## src/hdl/strict_base64_decoder_defines.svh

```systemverilog
// assertion macros for the strict base64 decoder
// used by the top level only, no other dependencies
`ifndef STRICT_BASE64_DECODER_DEFINES_SVH
`define STRICT_BASE64_DECODER_DEFINES_SVH

// same-cycle implication, disabled while reset is held
`define SB64_ASSERT_IMPL(label, clk, rst_n, ante, cons) \
  label: assert property (@(posedge clk) disable iff (!rst_n) (ante) |-> (cons)) \
    else $error("sb64 check failed");

// next-cycle implication, disabled while reset is held
`define SB64_ASSERT_NEXT(label, clk, rst_n, ante, cons) \
  label: assert property (@(posedge clk) disable iff (!rst_n) (ante) |=> (cons)) \
    else $error("sb64 check failed");

`endif

```

## src/hdl/sb64_pkg.sv

```systemverilog
// shared types, status codes and alphabet lookup for the base64 decoder
// no dependencies
`timescale 1ns / 1ps
`default_nettype none

package sb64_pkg;

  localparam logic [7:0] PAD_CHAR = 8'h3D;

  // message status codes
  typedef enum logic [2:0] {
    ST_OK         = 3'd0,
    ST_BAD_LENGTH = 3'd1,
    ST_BAD_PAD    = 3'd2,
    ST_BAD_CHAR   = 3'd3,
    ST_NONCANON   = 3'd4
  } status_e;

  typedef struct packed {
    logic       ok;
    logic [5:0] value;
  } sextet_t;

  // results caused by one input word: up to three bytes, then an optional status
  typedef struct packed {
    logic [2:0][7:0] bytes;
    logic [1:0]      nbytes;
    logic            fin;
    status_e         status;
  } bundle_t;

  // standard alphabet lookup, invalid characters read as sextet zero
  function automatic sextet_t sextet_of(logic [7:0] c);
    sextet_t r;
    r.ok    = 1'b1;
    r.value = '0;
    case (c) inside
      [8'h41:8'h5A]: r.value = 6'(c - 8'h41);
      [8'h61:8'h7A]: r.value = 6'(c - 8'h61 + 8'd26);
      [8'h30:8'h39]: r.value = 6'(c - 8'h30 + 8'd52);
      8'h2B:         r.value = 6'd62;
      8'h2F:         r.value = 6'd63;
      default:       r.ok    = 1'b0;
    endcase
    return r;
  endfunction

endpackage

`default_nettype wire

```

## src/hdl/sb64_group.sv

```systemverilog
// group assembly: per-character decode, strict padding rules and error tracking
// depends on sb64_pkg
`timescale 1ns / 1ps
`default_nettype none

module sb64_group (
  input  wire logic            clk_i,
  input  wire logic            rst_ni,
  input  wire logic            fire_i,
  input  wire logic [7:0]      char_code_i,
  input  wire logic            is_final_i,
  output sb64_pkg::bundle_t    bundle_o,
  output logic                 has_results_o,
  output logic [1:0]           quad_o
);

  logic [23:0]       group_q, group_d;
  logic [1:0]        quad_q, quad_d;
  logic [1:0]        pad_q, pad_d;
  sb64_pkg::status_e ferr_q, ferr_d;

  sb64_pkg::sextet_t sx;
  sb64_pkg::status_e err;
  sb64_pkg::status_e ferr_n;
  logic              is_pad;
  logic [5:0]        sextet;
  logic [1:0]        pad_n;
  logic [23:0]       group_n;

  assign sx     = sb64_pkg::sextet_of(char_code_i);
  assign is_pad = (char_code_i == sb64_pkg::PAD_CHAR);

  // classify the character at its place in the group
  always_comb begin
    err    = sb64_pkg::ST_OK;
    sextet = '0;
    pad_n  = pad_q;
    case (quad_q)
      2'd0, 2'd1: begin
        if (is_pad) err = sb64_pkg::ST_BAD_PAD;
        else if (!sx.ok) err = sb64_pkg::ST_BAD_CHAR;
        else sextet = sx.value;
      end
      2'd2: begin
        if (is_pad) pad_n = 2'd1;
        else if (!sx.ok) err = sb64_pkg::ST_BAD_CHAR;
        else sextet = sx.value;
      end
      default: begin
        if (pad_q == 2'd1) begin
          if (!is_pad || !is_final_i) err = sb64_pkg::ST_BAD_PAD;
          else pad_n = 2'd2;
        end else if (is_pad) begin
          if (!is_final_i) err = sb64_pkg::ST_BAD_PAD;
          else pad_n = 2'd1;
        end else if (!sx.ok) begin
          err = sb64_pkg::ST_BAD_CHAR;
        end else begin
          sextet = sx.value;
        end
      end
    endcase
    group_n = {group_q[17:0], sextet};
    // trailing bits under padding must be zero
    if (quad_q == 2'd3 && err == sb64_pkg::ST_OK) begin
      if ((pad_n == 2'd1 && group_n[7:0] != 8'h00) ||
          (pad_n == 2'd2 && group_n[15:0] != 16'h0000)) begin
        err = sb64_pkg::ST_NONCANON;
      end
    end
    ferr_n = (err != sb64_pkg::ST_OK && ferr_q == sb64_pkg::ST_OK) ? err : ferr_q;
  end

  // bytes of a completed group and the closing status
  always_comb begin
    bundle_o.bytes  = group_n;
    bundle_o.nbytes = 2'd0;
    if (quad_q == 2'd3 && ferr_n == sb64_pkg::ST_OK) begin
      bundle_o.nbytes = 2'd3 - pad_n;
    end
    bundle_o.fin    = is_final_i;
    bundle_o.status = (quad_q != 2'd3) ? sb64_pkg::ST_BAD_LENGTH : ferr_n;
    bundle_o.bytes  = {group_n[23:16], group_n[15:8], group_n[7:0]};
  end

  assign has_results_o = (bundle_o.nbytes != 2'd0) || is_final_i;

  // next state: restart on the final word, clear group data at group end
  always_comb begin
    group_d = group_q;
    quad_d  = quad_q;
    pad_d   = pad_q;
    ferr_d  = ferr_q;
    if (fire_i) begin
      if (is_final_i) begin
        group_d = '0;
        quad_d  = '0;
        pad_d   = '0;
        ferr_d  = sb64_pkg::ST_OK;
      end else if (quad_q == 2'd3) begin
        group_d = '0;
        quad_d  = '0;
        pad_d   = '0;
        ferr_d  = ferr_n;
      end else begin
        group_d = group_n;
        quad_d  = quad_q + 2'd1;
        pad_d   = pad_n;
        ferr_d  = ferr_n;
      end
    end
  end

  always_ff @(posedge clk_i or negedge rst_ni) begin
    if (!rst_ni) begin
      group_q <= '0;
      quad_q  <= '0;
      pad_q   <= '0;
      ferr_q  <= sb64_pkg::ST_OK;
    end else begin
      group_q <= group_d;
      quad_q  <= quad_d;
      pad_q   <= pad_d;
      ferr_q  <= ferr_d;
    end
  end

  assign quad_o = quad_q;

endmodule

`default_nettype wire

```

## src/hdl/sb64_emit.sv

```systemverilog
// result register and sequencer: sends the bytes and status of one word in order
// depends on sb64_pkg
`timescale 1ns / 1ps
`default_nettype none

module sb64_emit (
  input  wire logic              clk_i,
  input  wire logic              rst_ni,
  input  wire logic              load_i,
  input  wire sb64_pkg::bundle_t bundle_i,
  output logic                   space_o,
  output logic                   out_valid_o,
  input  wire logic              out_ready_i,
  output logic [7:0]             out_byte_o,
  output logic [2:0]             status_o,
  output logic                   run_end_o,
  output logic                   message_end_o
);

  sb64_pkg::bundle_t bundle_q;
  logic              full_q;
  logic [1:0]        idx_q;
  logic [2:0]        total;
  logic              is_byte;
  logic              last;
  logic              out_fire;

  // position of the current result within the bundle
  assign total    = {1'b0, bundle_q.nbytes} + {2'b00, bundle_q.fin};
  assign last     = ({1'b0, idx_q} == total - 3'd1);
  assign is_byte  = (idx_q < bundle_q.nbytes);
  assign out_fire = full_q && out_ready_i;

  // the register frees up as its last result is taken
  assign space_o = !full_q || (out_ready_i && last);

  // result fields
  always_comb begin
    out_byte_o = 8'h00;
    if (is_byte) begin
      case (idx_q)
        2'd0:    out_byte_o = bundle_q.bytes[2];
        2'd1:    out_byte_o = bundle_q.bytes[1];
        2'd2:    out_byte_o = bundle_q.bytes[0];
        default: out_byte_o = 8'h00;
      endcase
    end
  end

  assign status_o      = is_byte ? sb64_pkg::ST_OK : bundle_q.status;
  assign message_end_o = !is_byte;
  assign run_end_o     = last;
  assign out_valid_o   = full_q;

  // control state
  always_ff @(posedge clk_i or negedge rst_ni) begin
    if (!rst_ni) begin
      full_q <= 1'b0;
      idx_q  <= '0;
    end else if (load_i) begin
      full_q <= 1'b1;
      idx_q  <= '0;
    end else if (out_fire && last) begin
      full_q <= 1'b0;
      idx_q  <= '0;
    end else if (out_fire) begin
      idx_q  <= idx_q + 2'd1;
    end
  end

  // payload
  always_ff @(posedge clk_i) begin
    if (load_i) begin
      bundle_q <= bundle_i;
    end
  end

endmodule

`default_nettype wire

```

## src/hdl/strict_base64_decoder.sv

```systemverilog
// strict base64 decoder top level: character input, byte and status output
// depends on sb64_pkg, sb64_group, sb64_emit and strict_base64_decoder_defines.svh
//
// Usage:
//   Input channel carries one text character per word (char_code_i) and a
//   flag on the last character of a message (is_final_i). Output channel
//   carries one result per word: a decoded byte with status zero, or the
//   closing status of a message with message_end_o set. run_end_o marks the
//   last result caused by one input character.
//   The first result of a character shows in the cycle after it is
//   accepted. Characters are taken one per cycle, but one that causes results
//   may wait. Characters that cause no result pass while earlier results drain;
//   a character that causes results (a fourth one that completes a clean group,
//   or a final one) is taken once the output register is empty or its last
//   pending result leaves.
//   The output register sends one result per cycle while the receiver is
//   ready, at most four per word. If the receiver stalls, the pending result
//   holds and characters that cause results are refused while that register
//   is occupied. Reset clears the group state and empties the output register
//   at once; no clearing pass is needed and the block is ready after reset.
`timescale 1ns / 1ps
`default_nettype none
`include "strict_base64_decoder_defines.svh"

module strict_base64_decoder (
  input  wire logic       clk_i,
  input  wire logic       rst_ni,
  input  wire logic       in_valid_i,
  output logic            in_ready_o,
  input  wire logic [7:0] char_code_i,
  input  wire logic       is_final_i,
  output logic            out_valid_o,
  input  wire logic       out_ready_i,
  output logic [7:0]      out_byte_o,
  output logic [2:0]      status_o,
  output logic            run_end_o,
  output logic            message_end_o
);

  sb64_pkg::bundle_t bundle;
  logic              has_results;
  logic              space;
  logic              in_fire;
  logic [1:0]        quad;

  // words without results never need the output register
  assign in_ready_o = space || !has_results;
  assign in_fire    = in_valid_i && in_ready_o;

  // character decode and group state
  sb64_group u_group (
    .clk_i         (clk_i),
    .rst_ni        (rst_ni),
    .fire_i        (in_fire),
    .char_code_i   (char_code_i),
    .is_final_i    (is_final_i),
    .bundle_o      (bundle),
    .has_results_o (has_results),
    .quad_o        (quad)
  );

  // result register and sequencing
  sb64_emit u_emit (
    .clk_i         (clk_i),
    .rst_ni        (rst_ni),
    .load_i        (in_fire && has_results),
    .bundle_i      (bundle),
    .space_o       (space),
    .out_valid_o   (out_valid_o),
    .out_ready_i   (out_ready_i),
    .out_byte_o    (out_byte_o),
    .status_o      (status_o),
    .run_end_o     (run_end_o),
    .message_end_o (message_end_o)
  );

  // no word with results while results of the previous word are still pending
  `SB64_ASSERT_IMPL(a_hold_input, clk_i, rst_ni,
                    out_valid_o && !(out_ready_i && run_end_o) && has_results, !in_ready_o)
  // a closing status is always the last result of its word and carries no byte
  `SB64_ASSERT_IMPL(a_status_shape, clk_i, rst_ni,
                    out_valid_o && message_end_o, run_end_o && out_byte_o == 8'h00)
  // a final character restarts the group
  `SB64_ASSERT_NEXT(a_restart, clk_i, rst_ni, in_fire && is_final_i, quad == 2'd0)
  // a final character always leaves a result pending
  `SB64_ASSERT_NEXT(a_final_result, clk_i, rst_ni, in_fire && is_final_i, out_valid_o)

endmodule

`default_nettype wire
```

## config.mk

```make
export PLATFORM = sky130hd
export DESIGN_NAME = strict_base64_decoder
export DESIGN_NICKNAME = d
export VERILOG_FILES = /design/src/hdl/sb64_pkg.sv /design/src/hdl/sb64_group.sv /design/src/hdl/sb64_emit.sv /design/src/hdl/strict_base64_decoder.sv
export VERILOG_INCLUDE_DIRS = /design/src /design/src/hdl
export SDC_FILE = /design/constraint.sdc
export NUM_CORES = 1
export LEC_CHECK = 0
export BUFFER_PORTS_ARGS = -buffer_cell sky130_fd_sc_hd__buf_2
export CORE_MARGIN = 5
export CORE_UTILIZATION = 65
export CTS_BUF_LIST = sky130_fd_sc_hd__clkbuf_8
export CTS_CLUSTER_SIZE = 25
export DETAILED_ROUTE_END_ITERATION = 6
export MAX_ROUTING_LAYER = met4
export PLACE_DENSITY = 0.85
export REMOVE_ABC_BUFFERS = 1
export SYNTH_ARGS = -nofsm -noshare
export SYNTH_HDL_FRONTEND = slang
export SYNTH_SLANG_ARGS = --single-unit
export TNS_END_PERCENT = 100
```

## constraint.sdc

```tcl
create_clock -name clk_i -period 10.2 [get_ports clk_i]
set_input_delay 0.51 -clock clk_i [delete_from_list [all_inputs] [get_ports clk_i]]
set_output_delay 0.51 -clock clk_i [all_outputs]
set_load 0.05 [all_outputs]
```

==> run summary <==
The remaining antenna violation count came out at 0. The effective utilization at floorplan came out at 0.6817. The net count of the finished layout is 395. The floorplan has 26 rows. Of the available clock period, the critical path in the final layout requires 0.4345. The worst pin sits at a relative slew slack of 0.3947. Data on the critical path arrives at its endpoint at 3.92 ns. TritonCTS built the clock tree. The mean post-synth cell area came out at 10.62 µm². The pre-antenna-repair detailed-routing pass consisted of 6 iterations. Setup repair after global routing left no endpoint under its margin. The launching point of the worst reg2reg path is u_group.quad_o[0]. The maximum level of the CTS H-tree is 3.

Of the cells placed in the final design, the portion with a size suffix greater than 1 is 0.1694. The post-CTS setup buffer count came out at 0. The transition time of the tightest slew-check pin is 0.9045 ns. For this run, global-route usage on met2 was measured as 0.3724.

Synthesis produced 332 cells. The number of clock sinks came out at 58. The setup path with the least slack is of type primary input to primary output. The final worst setup slack came out at 5.769 ns. The total of endpoints with negative setup slack in the final report came out at 0. The tree is rooted in a sky130_fd_sc_hd__clkbuf_8.

The final hold violation count came out at 0. For this run, the total global-route usage over all layers was measured as 0.2364. The post-synthesis sequential element count is 58. 0 antenna diodes ended up in the layout. The multi-input combinational cell area is 1720 µm².

The number of distinct library cells after synthesis is 59. The classification of the worst-slack hold path is primary input to asynchronous set/reset pin. The total of hold buffers inserted after clock tree synthesis is 0. In the final routed layout, each cell accounts on average for 17.08 µm. The peak clock frequency supported by timing is 225.7 MHz. The clock-pin slew reported for the worst setup and hold paths after clock tree synthesis is 0.06 ns.

The layout overhead on the synthesized area came out at 10.82%. Dividing total power by cell area gives a power density of 232.9 nW/µm². The count of synthesis-stage warnings from yosys came out at 0.

The count of input and output buffers came out at 27. The top fanout value on the critical path came out at 11. The endpoint identified for the worst register-to-register timing path is u_group.group_q[0]. The synthesized design contains 30 enable-type register cells. The largest voltage drop on the vdd net came out at 148.5 µV. Leaving out fill and tap cells, the most frequent cells in the layout are sky130_fd_sc_hd__inv_1, sky130_fd_sc_hd__nor2_1, sky130_fd_sc_hd__nand2_1, sky130_fd_sc_hd__edfxtp_1, sky130_fd_sc_hd__dfrtp_1. The register area came out at 1602 µm². The via total after detailed routing came out at 2626.

The final design utilization is 0.7554. The via count of the first global-routing pass is 2646. The count of final max-slew check failures is 0. Clock tree synthesis inserted a total of 9 buffers.

At the worst endpoint, the required time is 9.69 ns. The share of the yosys chip area belonging to registers is 0.4542. The die footprint came out at 6997 µm². In this run the most used layer during global routing was met2. The first global-routing pass estimated 12830 µm of wire. Before CTS, the worst setup slack after placement is 5.910 ns. The worst setup path is captured at a primary output. The run finished with clean final reports. The die width is 83.65 µm. The clock insertion delay at the later pin of the skew report is 0.33 ns.

The proportion of register bits with asynchronous set or reset after synthesis came out at 0.4828. The post-cts sizing count is 0. The total I/O pin count is 28. For this run, design rule violations remaining after detail routing come to 0. The HPWL after detailed placement is 5232 µm. The height of the die is 83.65 µm. The max-cap check violation count is 0. The leakage component of the power is 1.629 nW. Leaving out fill and tap cells, the most frequent cell in the layout is sky130_fd_sc_hd__inv_1. The global placement routability congestion came out at 0.9676. The largest net degree at the start of global routing is 29. The number of antenna violations at the first check in global routing came out at 0. Counting along the longest clock path gives a buffer depth of 2.

Among all flip-flop cells after synthesis, the most frequent one is sky130_fd_sc_hd__edfxtp_1. Summing every instance area after synthesis gives 3526 µm². The worst setup slack for register-to-register paths is 6.51 ns. The via density per instance came out at 6.023.

The violation count after the first detailed-routing iteration is 172. The worst clock skew is 0.004964 ns. The met3 track demand over resource is 0.05824. The startpoint kind of the worst setup timing path is a primary input. The met1 usage in global routing is 0.2951. The setup TNS came out at 0 ns. The area of the core region is 5172 µm². The final layout contains routed wiring with a total length of 7447 µm. The fill cell total of the finished layout is 344.

The worst reg2reg path depth came out at 9. Subtracting the final worst setup slack from the clock period gives 4.431 ns. The overall overflow remaining after global route came out at 0.
[synth_stat cells, drive strengths merged, types with 3 or more instances]
| library cell | instances | share of area |
|---|---|---|
| buf | 8 | 0.017 |
| edfxtp | 30 | 0.26 |
| nor3 | 10 | 0.016 |
| dfrtp | 28 | 0.20 |
| a21oi | 9 | 0.013 |
| clkbuf | 4 | 0.0043 |
| nor2 | 32 | 0.034 |
| xnor2 | 6 | 0.015 |
| inv | 35 | 0.037 |
| ha | 21 | 0.075 |
| nand2b | 5 | 0.0089 |
| a21o | 4 | 0.0085 |
| mux2 | 7 | 0.027 |
| nand3 | 4 | 0.0057 |
| nand2 | 31 | 0.033 |
| a21boi | 3 | 0.0064 |
| a211oi | 6 | 0.016 |
| a222oi | 8 | 0.023 |
| mux2i | 13 | 0.037 |
| nor4 | 5 | 0.0089 |
| nor2b | 7 | 0.012 |
| a2111oi | 5 | 0.023 |
| o21ai | 10 | 0.017 |
| o21a | 6 | 0.013 |
| o31ai | 5 | 0.011 |
[how the worst max path moves through the flow]
stage	start	end	slack [ns]	depth (start not counted)
2_1_floorplan	char_code_i[2]	u_emit.bundle_q[0]	5.60	9
3_3_place_gp	char_code_i[2]	u_group.group_q[1]	6.06	11
3_5_place_dp	char_code_i[2]	in_ready_o	5.91	13
4_1_cts	char_code_i[1]	in_ready_o	5.83	13
5_1_grt	char_code_i[1]	in_ready_o	5.64	13
6_report	char_code_i[1]	in_ready_o	5.77	13
[power by group]
part / switching, mW / internal, mW
registers: 0.0254 / 0.282
logic: 0.264 / 0.116
clock network: 0.0875 / 0.135
[flip-flops by register name, indices dropped and copies added, names as in the netlist]
signal,flops
u_group.group_q,18
u_group.ferr_q,3
u_emit.idx_q,2
u_emit.out_valid_o,1
u_emit.bundle_q,30
u_group.quad_o,2
u_group.pad_q,2
[per-layer routing]
| layer | share of wire | wire [µm] |
|---|---|---|
| met1 | 0.42 | 3109 |
| met2 | 0.49 | 3646 |
| met3 | 0.069 | 512 |
| met4 | 0.024 | 178 |
| met5 | 0 | 0 |
[final cells by class]
type / instances / area share
multi-input combinational: 227 / 0.4403
clock buffer: 9 / 0.03170
inverter: 35 / 0.03362
clock inverter: 7 / 0.02177
tap: 70 / 0.02241
sequential: 58 / 0.4099
timing repair buffer: 30 / 0.04035
[cells by family after synthesis]
kind of cell,count (synthesis),synth area share
multiplexers,20,0.06352
buffers and inverters,47,0.05855
AO/OA/AOI/OAI,70,0.1760
flip-flops,58,0.4542
AND/OR/NAND/NOR,109,0.1558
XOR/XNOR,7,0.01739
adder cells (fa/ha/maj),21,0.07452
[metrics by stage]
step	total power [mW]	hold WS, ns	instance area, µm²	instances
2_1_floorplan	0.5963	0.2144	3451	320
3_3_place_gp	0.6807	0.4311	3699	420
3_5_place_dp	0.6898	0.4334	3699	420
4_1_cts	0.9139	0.2161	3908	436
5_1_grt	0.9630	0.2525	3908	436
6_report	0.9099	0.2118	3908	436
[critical path, stage by stage]
cell	delay, ns
sky130_fd_sc_hd__buf_2	0.16
sky130_fd_sc_hd__inv_1	0.09
sky130_fd_sc_hd__ha_1	0.20
sky130_fd_sc_hd__nand2b_1	0.20
sky130_fd_sc_hd__a211oi_1	0.36
sky130_fd_sc_hd__nor3_1	0.08
sky130_fd_sc_hd__buf_4	0.19
sky130_fd_sc_hd__a211oi_1	0.50
sky130_fd_sc_hd__o2111ai_1	0.27
sky130_fd_sc_hd__o41ai_4	0.57
sky130_fd_sc_hd__a21oi_1	0.25
sky130_fd_sc_hd__or2_2	0.33
sky130_fd_sc_hd__buf_2	0.21
No activity file was read; power rests on OpenSTA's default activity.
